## src/rtl/srrw_pkg.sv

```systemverilog
package srrw_pkg;

  localparam int WINDOW_DEPTH = 8;
  localparam int MAX_PAYLOAD  = 8192;

  localparam int SEQ_W  = 32;
  localparam int LEN_W  = 14;
  localparam int TAG_W  = 16;
  localparam int CFG_W  = 4;
  localparam int KIND_W = 2;
  localparam int ADDR_W = 3;
  localparam int DATA_W = 32;

  localparam int SLOT_W = (WINDOW_DEPTH > 1) ? $clog2(WINDOW_DEPTH) : 1;
  localparam int WIN_W  = $clog2(WINDOW_DEPTH + 1);
  localparam int ENTRY_W = LEN_W + TAG_W;

  localparam logic [KIND_W-1:0] KIND_DATA_ACK  = 2'd0;
  localparam logic [KIND_W-1:0] KIND_DELIVER   = 2'd1;
  localparam logic [KIND_W-1:0] KIND_END_ACK   = 2'd2;
  localparam logic [KIND_W-1:0] KIND_ERROR_ACK = 2'd3;

  localparam logic                REG_WINDOW_SIZE   = 1'b0;
  localparam logic [CFG_W-1:0]    WINDOW_SIZE_RESET = 4'd8;

  typedef enum logic [4:0] {
    ST_IDLE = 5'b00001,
    ST_ACK  = 5'b00010,
    ST_READ = 5'b00100,
    ST_DATA = 5'b01000,
    ST_SEND = 5'b10000
  } state_t;

  // circular slot index: ptr + off, both below the depth
  function automatic logic [SLOT_W-1:0] slot_add(input logic [SLOT_W-1:0] ptr,
                                                 input logic [SLOT_W-1:0] off);
    logic [SLOT_W:0] sum;
    sum = {1'b0, ptr} + {1'b0, off};
    if (sum >= (SLOT_W+1)'(WINDOW_DEPTH)) begin
      sum = sum - (SLOT_W+1)'(WINDOW_DEPTH);
    end
    return sum[SLOT_W-1:0];
  endfunction

  function automatic logic [SEQ_W-1:0] sat_add(input logic [SEQ_W-1:0] a,
                                               input logic [LEN_W-1:0] b);
    logic [SEQ_W:0] sum;
    sum = {1'b0, a} + (SEQ_W+1)'(b);
    return sum[SEQ_W] ? {SEQ_W{1'b1}} : sum[SEQ_W-1:0];
  endfunction

endpackage

```

## src/rtl/srrw_ram.sv

```systemverilog
module srrw_ram #(
  parameter int WIDTH = 8,
  parameter int DEPTH = 8
) (
  input  logic                                      clk,
  input  logic                                      we,
  input  logic [((DEPTH > 1) ? $clog2(DEPTH) : 1)-1:0] waddr,
  input  logic [WIDTH-1:0]                          wdata,
  input  logic [((DEPTH > 1) ? $clog2(DEPTH) : 1)-1:0] raddr,
  output logic [WIDTH-1:0]                          rdata
);

  logic [WIDTH-1:0] mem [DEPTH];

  always_ff @(posedge clk) begin
    if (we) begin
      mem[waddr] <= wdata;
    end
    rdata <= mem[raddr];
  end

endmodule

```

## src/rtl/srrw_cfg.sv

```systemverilog
module srrw_cfg (
  input  logic                        clk,
  input  logic                        rst,
  input  logic                        psel,
  input  logic                        penable,
  input  logic                        pwrite,
  input  logic [srrw_pkg::ADDR_W-1:0] paddr,
  input  logic [srrw_pkg::DATA_W-1:0] pwdata,
  output logic [srrw_pkg::DATA_W-1:0] prdata,
  output logic                        pready,
  output logic [srrw_pkg::WIN_W-1:0]  win_eff
);
  import srrw_pkg::*;

  logic [CFG_W-1:0] window_size;
  logic             hit;

  assign pready = 1'b1;
  assign hit    = (paddr[2] == REG_WINDOW_SIZE);

  always_ff @(posedge clk) begin
    if (rst) begin
      window_size <= WINDOW_SIZE_RESET;
    end else if (psel && penable && pwrite && pready && hit) begin
      window_size <= pwdata[CFG_W-1:0];
    end
  end

  assign prdata = hit ? DATA_W'(window_size) : '0;

  // zero acts as one, above the depth acts as the depth
  always_comb begin
    if (window_size == '0) begin
      win_eff = WIN_W'(1);
    end else if (32'(window_size) > 32'(WINDOW_DEPTH)) begin
      win_eff = WIN_W'(WINDOW_DEPTH);
    end else begin
      win_eff = WIN_W'(window_size);
    end
  end

endmodule

```

## src/rtl/selective_repeat_receive_window.sv

```systemverilog
// the first result is registered when the item is accepted and is offered in the next cycle
// each in-order delivery steps through slot memory read, format and hand over
// a new item is taken only in idle, after its acknowledgement and all deliveries are handed over
// reset: window base, byte count and slot valid bits clear, window size becomes 8
// slot memory contents are not cleared; slot contents are only used while marked valid
module selective_repeat_receive_window (
  input  logic                        clk,
  input  logic                        rst,
  input  logic                        psel,
  input  logic                        penable,
  input  logic                        pwrite,
  input  logic [srrw_pkg::ADDR_W-1:0] paddr,
  input  logic [srrw_pkg::DATA_W-1:0] pwdata,
  output logic [srrw_pkg::DATA_W-1:0] prdata,
  output logic                        pready,
  input  logic                        in_valid,
  output logic                        in_stall,
  input  logic [srrw_pkg::SEQ_W-1:0]  seq_number,
  input  logic [srrw_pkg::LEN_W-1:0]  payload_length,
  input  logic [srrw_pkg::TAG_W-1:0]  payload_tag,
  input  logic                        checksum_good,
  input  logic                        end_marker,
  output logic                        out_valid,
  input  logic                        out_stall,
  output logic [srrw_pkg::KIND_W-1:0] result_kind,
  output logic [srrw_pkg::SEQ_W-1:0]  ack_number,
  output logic [srrw_pkg::TAG_W-1:0]  deliver_tag,
  output logic [srrw_pkg::LEN_W-1:0]  deliver_length,
  output logic [srrw_pkg::SEQ_W-1:0]  byte_offset,
  output logic                        last_result
);
  import srrw_pkg::*;

  state_t                  state;
  logic [SEQ_W-1:0]        base;
  logic [SLOT_W-1:0]       base_ptr;
  logic [SEQ_W-1:0]        bytes;
  logic [WINDOW_DEPTH-1:0] slot_valid;

  logic [WIN_W-1:0]        win_eff;
  logic                    in_take;
  logic                    out_take;
  logic [SEQ_W-1:0]        seq_off;
  logic                    in_win;
  logic                    store;
  logic [SLOT_W-1:0]       phys;
  logic [SLOT_W-1:0]       ptr_inc;
  logic                    ack_last;
  logic                    deliver_last;
  logic [LEN_W-1:0]        len_sat;
  logic [ENTRY_W-1:0]      rdata;

  srrw_cfg u_cfg (
    .clk     (clk),
    .rst     (rst),
    .psel    (psel),
    .penable (penable),
    .pwrite  (pwrite),
    .paddr   (paddr),
    .pwdata  (pwdata),
    .prdata  (prdata),
    .pready  (pready),
    .win_eff (win_eff)
  );

  assign in_stall  = (state != ST_IDLE);
  assign out_valid = (state == ST_ACK) || (state == ST_SEND);
  assign in_take   = in_valid && !in_stall;
  assign out_take  = out_valid && !out_stall;

  assign seq_off = seq_number - base;
  assign in_win  = (seq_off < SEQ_W'(win_eff));
  assign store   = in_take && checksum_good && !end_marker && in_win;
  assign phys    = slot_add(base_ptr, seq_off[SLOT_W-1:0]);
  assign ptr_inc = slot_add(base_ptr, SLOT_W'(1));
  assign len_sat = (32'(payload_length) > 32'(MAX_PAYLOAD)) ? LEN_W'(MAX_PAYLOAD)
                                                            : payload_length;

  assign ack_last     = !(in_win && ((phys == base_ptr) || slot_valid[base_ptr]));
  assign deliver_last = !(slot_valid[ptr_inc] && (ptr_inc != base_ptr));

  srrw_ram #(
    .WIDTH (ENTRY_W),
    .DEPTH (WINDOW_DEPTH)
  ) u_slot_ram (
    .clk   (clk),
    .we    (store),
    .waddr (phys),
    .wdata ({len_sat, payload_tag}),
    .raddr (base_ptr),
    .rdata (rdata)
  );

  always_ff @(posedge clk) begin
    if (rst) begin
      state      <= ST_IDLE;
      base       <= '0;
      base_ptr   <= '0;
      bytes      <= '0;
      slot_valid <= '0;
    end else begin
      case (state)
        ST_IDLE: begin
          if (in_take) begin
            state <= ST_ACK;
          end
          if (store) begin
            slot_valid[phys] <= 1'b1;
          end
        end
        ST_ACK: begin
          if (out_take) begin
            state <= last_result ? ST_IDLE : ST_READ;
          end
        end
        ST_READ: begin
          state <= ST_DATA;
        end
        ST_DATA: begin
          state                <= ST_SEND;
          slot_valid[base_ptr] <= 1'b0;
          base                 <= base + SEQ_W'(1);
          base_ptr             <= ptr_inc;
          bytes                <= sat_add(bytes, rdata[ENTRY_W-1:TAG_W]);
        end
        ST_SEND: begin
          if (out_take) begin
            state <= last_result ? ST_IDLE : ST_READ;
          end
        end
        default: begin
          state <= ST_IDLE;
        end
      endcase
    end
  end

  always_ff @(posedge clk) begin
    if (in_take) begin
      deliver_tag    <= '0;
      deliver_length <= '0;
      if (!checksum_good) begin
        result_kind <= KIND_ERROR_ACK;
        ack_number  <= '0;
        byte_offset <= '0;
        last_result <= 1'b1;
      end else if (end_marker) begin
        result_kind <= KIND_END_ACK;
        ack_number  <= '0;
        byte_offset <= bytes;
        last_result <= 1'b1;
      end else begin
        result_kind <= KIND_DATA_ACK;
        ack_number  <= seq_number;
        byte_offset <= '0;
        last_result <= ack_last;
      end
    end else if (state == ST_DATA) begin
      result_kind    <= KIND_DELIVER;
      ack_number     <= base;
      deliver_tag    <= rdata[TAG_W-1:0];
      deliver_length <= rdata[ENTRY_W-1:TAG_W];
      byte_offset    <= bytes;
      last_result    <= deliver_last;
    end
  end

  a_no_accept_while_busy: assert property (@(posedge clk) disable iff (rst)
    in_take |-> !out_valid)
    else $error("item accepted while a result is pending");

  a_base_steps_on_delivery: assert property (@(posedge clk) disable iff (rst)
    (state == ST_DATA) |=> (base == $past(base) + SEQ_W'(1)) && !slot_valid[$past(base_ptr)])
    else $error("window base did not advance past the delivered slot");

  a_bytes_monotonic: assert property (@(posedge clk) disable iff (rst)
    !$past(rst) |-> (bytes >= $past(bytes)))
    else $error("delivered byte count went down");

  a_base_held_when_idle: assert property (@(posedge clk) disable iff (rst)
    (state == ST_IDLE) && !$past(rst) |=> $stable(base) && $stable(bytes))
    else $error("window state changed outside delivery");

endmodule
```

## config.mk

```make
export PLATFORM = sky130hd
export DESIGN_NAME = selective_repeat_receive_window
export DESIGN_NICKNAME = d
export VERILOG_FILES = /design/src/rtl/srrw_pkg.sv /design/src/rtl/srrw_ram.sv /design/src/rtl/srrw_cfg.sv /design/src/rtl/selective_repeat_receive_window.sv
export SDC_FILE = /design/constraint.sdc
export NUM_CORES = 1
export LEC_CHECK = 0
export BUFFER_PORTS_ARGS = -buffer_cell sky130_fd_sc_hd__buf_2
export CAP_MARGIN = 10
export CORE_MARGIN = 2
export CORE_UTILIZATION = 63
export CTS_CLUSTER_SIZE = 12
export DETAILED_ROUTE_END_ITERATION = 6
export GPL_TIMING_DRIVEN = 1
export MAX_ROUTING_LAYER = met4
export PLACE_DENSITY = 0.89
export REMOVE_ABC_BUFFERS = 1
export SLEW_MARGIN = 20
export SYNTH_ARGS = -nofsm -noshare
export SYNTH_HDL_FRONTEND = slang
export SYNTH_SLANG_ARGS = --single-unit
```

## constraint.sdc

```tcl
create_clock -name clk -period 11.9 [get_ports clk]
set_input_delay 1.19 -clock clk [delete_from_list [all_inputs] [get_ports clk]]
set_output_delay 1.19 -clock clk [all_outputs]
set_load 0.005 [all_outputs]
```

==> run_results.csv, run 1 <==
group,metric,value,unit
final_layout,fin_area,22300,um2
place,portBuffers,178,
setup_path,critPathArrivalTime,5.58,ns
global_route,antenna_found_initial,0,
setup_path,crit_path_end,"u_slot_ram.mem[3][16]",
synth,synth_top_family_by_area,"simple AND/OR/NAND/NOR gates",
timing,slew_headroom,27.1,%
synth,synth.area.mux_share,0.952,%
synth,synth_compound_area_share,13.4,%
global_route,grt_max_degree,67,
place,globalplace.congestion,0.914,
synth,synth_async_sr_flop_share,0,%
timing,max_freq,186,MHz
drt,drt-met1-wl,19200,um
drt,first_pass_iters,6,
die,ios,238,
drt,finalWirelength,49600,um
clock_network,clkSinkCount,451,
drt,postRouteAntennaNets,0,
final_layout,multi_input_area,7020,um2
drt,top_layer,"met4",
setup_path,cp-startpoint,"seq_number[0]",
place,dp.cells,2208,
synth,ys_seq_area_share,61.4,%
final_layout,area_delta_synth_final,13.1,%
final_layout,num-nets-final,2020,
global_route,grt_pass1_wl,77300,um
timing,hold_viol_final,0,
clock_network,hold_buffers,0,
timing,maxSlewViolCount,0,
clock_network,tritoncts,"done",
final_layout,post-route-util,72.5,%
drt,wl_met2,24600,um
setup_path,r2r_cells,17,
drt,route.met3.wl,4300,um
timing,finalWorstSetupSlack,6.52,ns
die,dieArea,32700,um2
setup_path,critical_path_class,"input pin to register",
drt,post_drt_wl_per_cell,21.6,um
clock_network,ctsResizeCount,0,
die,core_area,30700,um2
place,hpwlAfterDp,30300,um
timing,tightestPinTransition,1.09,ns
setup_path,critPathRequiredTime,12.10,ns
final_layout,post_layout_nonfiller_instances,2294,
synth,synth_cells,1703,
clock_network,path_clk_slew,0.05,ns
synth,synth_edf_count,307,
clock_network,clkLatencyLatePin,0.58,ns
synth,yosysWarnings,0,
timing,fin_crit,5.38,ns
setup_path,cp_max_fo,24,
synth,synth-seq-cells,451,
timing,rsz0062_at_grt,"no",
hold_path,hp-class,"register to register",
synth,synth.most_common_cell,"edfxtp_1",
synth,synth-simple-area-share,13.9,%
synth,synth_area_leaders,"edfxtp_1 (47%), dfxtp_1 (15%), a22oi_1 (4.7%), ha_1 (3.2%), nand2_1 (2.7%)",
global_route,grt_usage,30.7,%
timing,setup-violations-final,0,
place,dp_slack,6.06,ns
final_layout,fillers,2040,
clock_network,htree_levels,2,
outcome,status,"finished clean",
final_layout,final_layout_size_suffix_gt1_share,15.8,%
synth,ys_types,78,
synth,ys.flop_type,"edfxtp_1",
synth,synth_xor_area_share,2.80,%
synth,yosys.area.top_type,"edfxtp_1",
final_layout,seqCellArea,12100,um2
final_layout,antennaDiodeCount,0,
die,start_util,64.1,%
setup_path,r2r_slack,6.87,ns
place,place_area,20900,um2
setup_path,r2r-end,"u_slot_ram.mem[7][29]",
setup_path,r2r_start,"base[1]",
power,power.total,3.22,mW
synth,synth_top_area_share,46.7,%
die,die_y,181,um
setup_path,worstSetupStartpointType,"input pin",
synth,syn_avg_cell_area,11.6,um2
global_route,grt_pass1_vias,14600,
synth,netlist_area,19700,um2
setup_path,endpoint_kind,"register",
clock_network,numCtsBuffers,46,
drt,via_per_inst,6.40,
clock_network,cts_setup_buffers,0,
drt,drc,0,
timing,clock_skew,0.0391,ns
synth,yosys-top-cells-count,"edfxtp_1 (307), dfxtp_1 (144), nand2_1 (141)",
synth,synthAdderAreaFrac,3.54,%
clock_network,root_buffer,"clkbuf_16",
global_route,grt.overflow.total,0,
power,irDropWorstVdd,0.145,mV
timing,period_share,45.2,%
run,maxCapViolations,0,
drt,via_count,14700,
power,power_density,145,nW/um2
clock_network,clock_tree.buffer_depth,3,
timing,fin_hold_ws,0.438,ns
timing,setup_tns,0,ns
drt,drt_iter0_drc,1406,
die,placementRows,64,
power,cellLeakagePower,7.95,nW
die,dieWidth,181,um
==> where the power goes <==
group          internal, mW  total [mW]  leakage (nW)  switching [mW]
registers              1.69        1.70          4.00         0.00684
logic                0.0597       0.184          3.29           0.124
clock network         0.744        1.34         0.659           0.596
total                  2.50        3.22          7.95           0.727
==> registers in the layout, summed over array words and instances, names as in the netlist, 3 cells and up <==
name               cells
ack_number            32
base                  32
base_ptr               3
byte_offset           32
bytes                 32
deliver_length        14
deliver_tag           16
slot_valid             8
state                  5
u_cfg.window_size      4
u_slot_ram.mem       240
u_slot_ram.rdata      30
==> layout by cell type, fill, tap and decap left out, types with 8 or more instances in the layout <==
master,synthesis,layout
nand3_1,61,60
nor4_1,8,8
a22oi_1,123,123
nand3b_1,12,12
nor3_1,28,24
edfxtp_1,307,307
dfxtp_1,144,144
clkbuf_1,71,28
a21o_1,8,8
nor2_1,113,103
a211oi_1,17,17
or3_1,8,8
buf_4,29,21
and2_1,36,36
nand4_1,52,52
o211ai_1,9,9
o21ai_0,59,59
mux2i_1,12,12
and3_1,17,16
xnor2_1,46,46
a21oi_1,87,87
o31ai_1,8,8
buf_2,6,178
inv_1,62,62
nand2_1,141,140
ha_1,51,51
conb_1,2,29
clkbuf_16,0,46
xor2_1,17,17
a31oi_1,11,11
nor2b_1,28,27
nand2b_1,10,10
o21ai_1,10,10
==> layout make-up <==
cell class	instances	share of cell area [%]
clock buffer	76	5.76
clock inverter	10	0.511
inverter	63	1.06
multi-input combinational	1099	31.5
sequential	451	54.3
tap	396	2.22
timing repair buffer	199	4.70
==> logic make-up (layout without fill, tap and decap cells) <==
group,count (synthesis),in the layout
flip-flops,451,451
other,2,29
adder cells (fa/ha/maj),54,54
XOR/XNOR,63,63
multiplexers,16,16
AND/OR/NAND/NOR,541,541
AO/OA/AOI/OAI,396,396
buffers and inverters,180,348
==> critical path: stages <==
cell       delay, ns
buf_2           0.09
inv_1           0.04
ha_1            0.21
fa_1            0.41
nand2b_1        0.19
a21o_1          0.21
a211o_2         0.39
a21oi_1         0.28
a21oi_1         0.16
and3_1          0.18
a2111oi_0       0.27
nor4b_2         0.74
nand3_4         0.29
nor2_2          0.44
buf_4           0.47
==> worst min path at each step <==
stage | from | end | slack, ns | cells past startpoint
2_1_floorplan | u_slot_ram.rdata[0] | deliver_tag[0] | 0.42 | 2
3_3_place_gp | u_slot_ram.rdata[0] | deliver_tag[0] | 0.42 | 2
3_5_place_dp | u_slot_ram.rdata[10] | deliver_tag[10] | 0.43 | 2
4_1_cts | u_slot_ram.rdata[13] | deliver_tag[13] | 0.44 | 2
5_1_grt | u_slot_ram.rdata[3] | deliver_tag[3] | 0.46 | 2
6_report | u_slot_ram.rdata[13] | deliver_tag[13] | 0.44 | 2
==> per-layer routing <==
| layer | global-route usage, % | vias up |
|---|---|---|
| li1 | - | 6609 |
| met1 | 38.4 | 7130 |
| met2 | 51.1 | 822 |
| met3 | 4.66 | 116 |
| met4 | 11.7 | 0 |
| met5 | - | - |
Note: power is estimated with default switching activity, not from simulation.
==> run 2, diff against run 1 <==
- CORE_UTILIZATION: 63 -> 53
- PLACE_DENSITY: 0.89 -> 0.81
- clock period: 11.9 -> 4.3 ns (I/O delays scaled with it)
==> run 2 against run 1 <==
Design area up 2.7%. Final cell count up 4.5%. Total power rose to 2.8 times the previous value. Routed wire length down 0.48%. Via count down 2.1%. First-iteration DRC count down 22%. Critical path type is now register to register.
==> run_results.csv, run 2 (synthesis gave the netlist of run 1 again) <==
group,metric,value,unit
setup_path,worstSetupStartpointType,"register",
final_layout,final_layout_size_suffix_gt1_share,17.7,%
place,place_area,21300,um2
timing,max_freq,239,MHz
power,cellLeakagePower,8.18,nW
die,dieArea,38800,um2
setup_path,cp_max_fo,15,
clock_network,hold_buffers,0,
final_layout,final_common_cell,"edfxtp_1",
drt,postRouteAntennaNets,0,
hold_path,hold_depth,1,
power,p_int,7.06,mW
global_route,grt.overflow.total,0,
final_layout,multi_input_area,7090,um2
setup_path,critPathRequiredTime,4.57,ns
timing,maxSlewViolCount,0,
global_route,grt_pass1_wl,75200,um
drt,via_count,14400,
die,die_y,197,um
place,portBuffers,178,
clock_network,clkSinkCount,451,
drt,post_drt_wl_per_cell,20.6,um
setup_path,slowest_stage,"nor4b_2",
outcome,status,"finished clean",
global_route,antenna_found_initial,3,
clock_network,tritoncts,"done",
power,power_density,395,nW/um2
drt,first_pass_iters,6,
power,comb_power_share,5.8,%
global_route,grt_usage,25.5,%
final_layout,largest-register,"u_slot_ram.mem",
timing,setup-violations-final,0,
die,start_util,53.9,%
final_layout,mostFrequentLayoutCells,"edfxtp_1 (307), buf_2 (178), dfxtp_1 (143)",
final_layout,fillers,2798,
timing,period_share,97.2,%
timing,slew_headroom,26.5,%
setup_path,cp_slowest_stage_delay,0.42,ns
drt,finalWirelength,49300,um
setup_path,critical_path_class,"register to register",
final_layout,num-nets-final,2052,
timing,fin_crit,4.18,ns
final_layout,largest_register_ffs,240,
clock_network,clkLatencyLatePin,0.58,ns
place,globalplace.congestion,0.933,
die,placementRows,70,
place,hpwlAfterDp,31500,um
setup_path,cp_cell_sequence,"ha_1, fa_1, nand2b_1, a21o_1, a211o_4, a21o_1, o21ai_1, xnor2_1, nand4_1, nor4b_2, buf_4, nand3_4, nor3_4, buf_12, buf_12",
clock_network,htree_levels,2,
power,p_seq_share,52.0,%
global_route,grt_max_degree,79,
die,core_area,36600,um2
clock_network,clock_tree.buffer_depth,3,
power,power_frac_clock,42.2,%
setup_path,r2r_start,"base[0]",
setup_path,critPathArrivalTime,4.45,ns
final_layout,seqCellArea,12100,um2
run,maxCapViolations,0,
power,swShare,22.0,%
timing,hold_viol_final,0,
timing,clock_skew,0.0234,ns
setup_path,cp-startpoint,"base[0]",
clock_network,root_buffer,"clkbuf_16",
final_layout,fin_area,22900,um2
power,power.total,9.05,mW
setup_path,r2r_slack,0.12,ns
timing,tightestPinTransition,1.10,ns
setup_path,r2r_cells,15,
drt,drt_iter0_drc,1102,
clock_network,path_clk_slew,0.06,ns
clock_network,numCtsBuffers,46,
drt,drc,0,
hold_path,min_from,"payload_tag[7]",
power,irDropWorstVdd,0.356,mV
hold_path,hp-class,"input pin to register",
die,dieWidth,197,um
power,p_sw,1.99,mW
final_layout,area_delta_synth_final,16.1,%
drt,via_per_inst,5.99,
die,ios,238,
setup_path,endpoint_kind,"register",
global_route,grt_pass1_vias,13900,
run 2: final timing paths:
check,endpoint
setup / recovery,u_slot_ram.mem[2][28]
hold / removal,u_slot_ram.mem[7][7]
setup reg to reg,u_slot_ram.mem[2][28]
hold reg to reg,deliver_tag[4]
run 2: cell type report:
type                       instances  share of cell area [%]
clock inverter                    11                   0.623
inverter                          63                    1.03
clock buffer                      71                    5.62
sequential                       451                    52.9
multi-input combinational       1099                    31.0
timing repair buffer             231                    6.32
antenna                            3                  0.0328
tap                              468                    2.56
run 2: metrics by stage:
step | setup slack, ns | std cells | utilization (%) | hold WS (ns) | TNS [ns]
3_5_place_dp | -0.0170 | 2309 | 58.3 | 0.425 | -0.752
4_1_cts | 0.0543 | 2391 | 62.2 | 0.0925 | 0
6_report | 0.121 | 2397 | 62.5 | 0.119 | 0
5_1_grt | -0.0100 | 2397 | 62.5 | 0.105 | -0.0995
3_3_place_gp | -0.00971 | 2309 | 58.3 | 0.424 | -0.242
2_1_floorplan | -1.43 | 1613 | - | 0.417 | -221.33
run 2: critical path, delay by kind of cell (launching register included):
kind | cells | cell delay, ns
buffers and inverters | 3 | 0.54
adders and majority gates | 2 | 0.62
AOI/OAI and AO/OA | 4 | 1.06
xor gates and xnor gates | 1 | 0.17
and+or+nand+nor | 5 | 1.09
DFF | 1 | 0.36
run 2: timing repair:
item | in CTS | in global routing
endpoints found under the setup margin | 0 | 245
gates resized for setup | 0 | 17
endpoints found under the hold margin | 0 | 0
setup buffers | 0 | 1
run 2: power by group through the flow:
stage | Clock, mW | Sequential (mW) | Combinational (mW)
after floorplan | 0 | 4.81 | 0.263
after global placement | 0 | 4.80 | 0.507
after detailed placement | 0 | 4.80 | 0.515
after CTS | 3.86 | 4.71 | 0.518
after global routing | 4.03 | 4.71 | 0.579
final | 3.82 | 4.71 | 0.528
run 2: metal layers:
metal | GRT usage (%) | routed length, um
met1 | 33.4 | 20500
met2 | 41.1 | 23700
met3 | 3.92 | 3960
met4 | 8.08 | 1180
met5 | - | 0
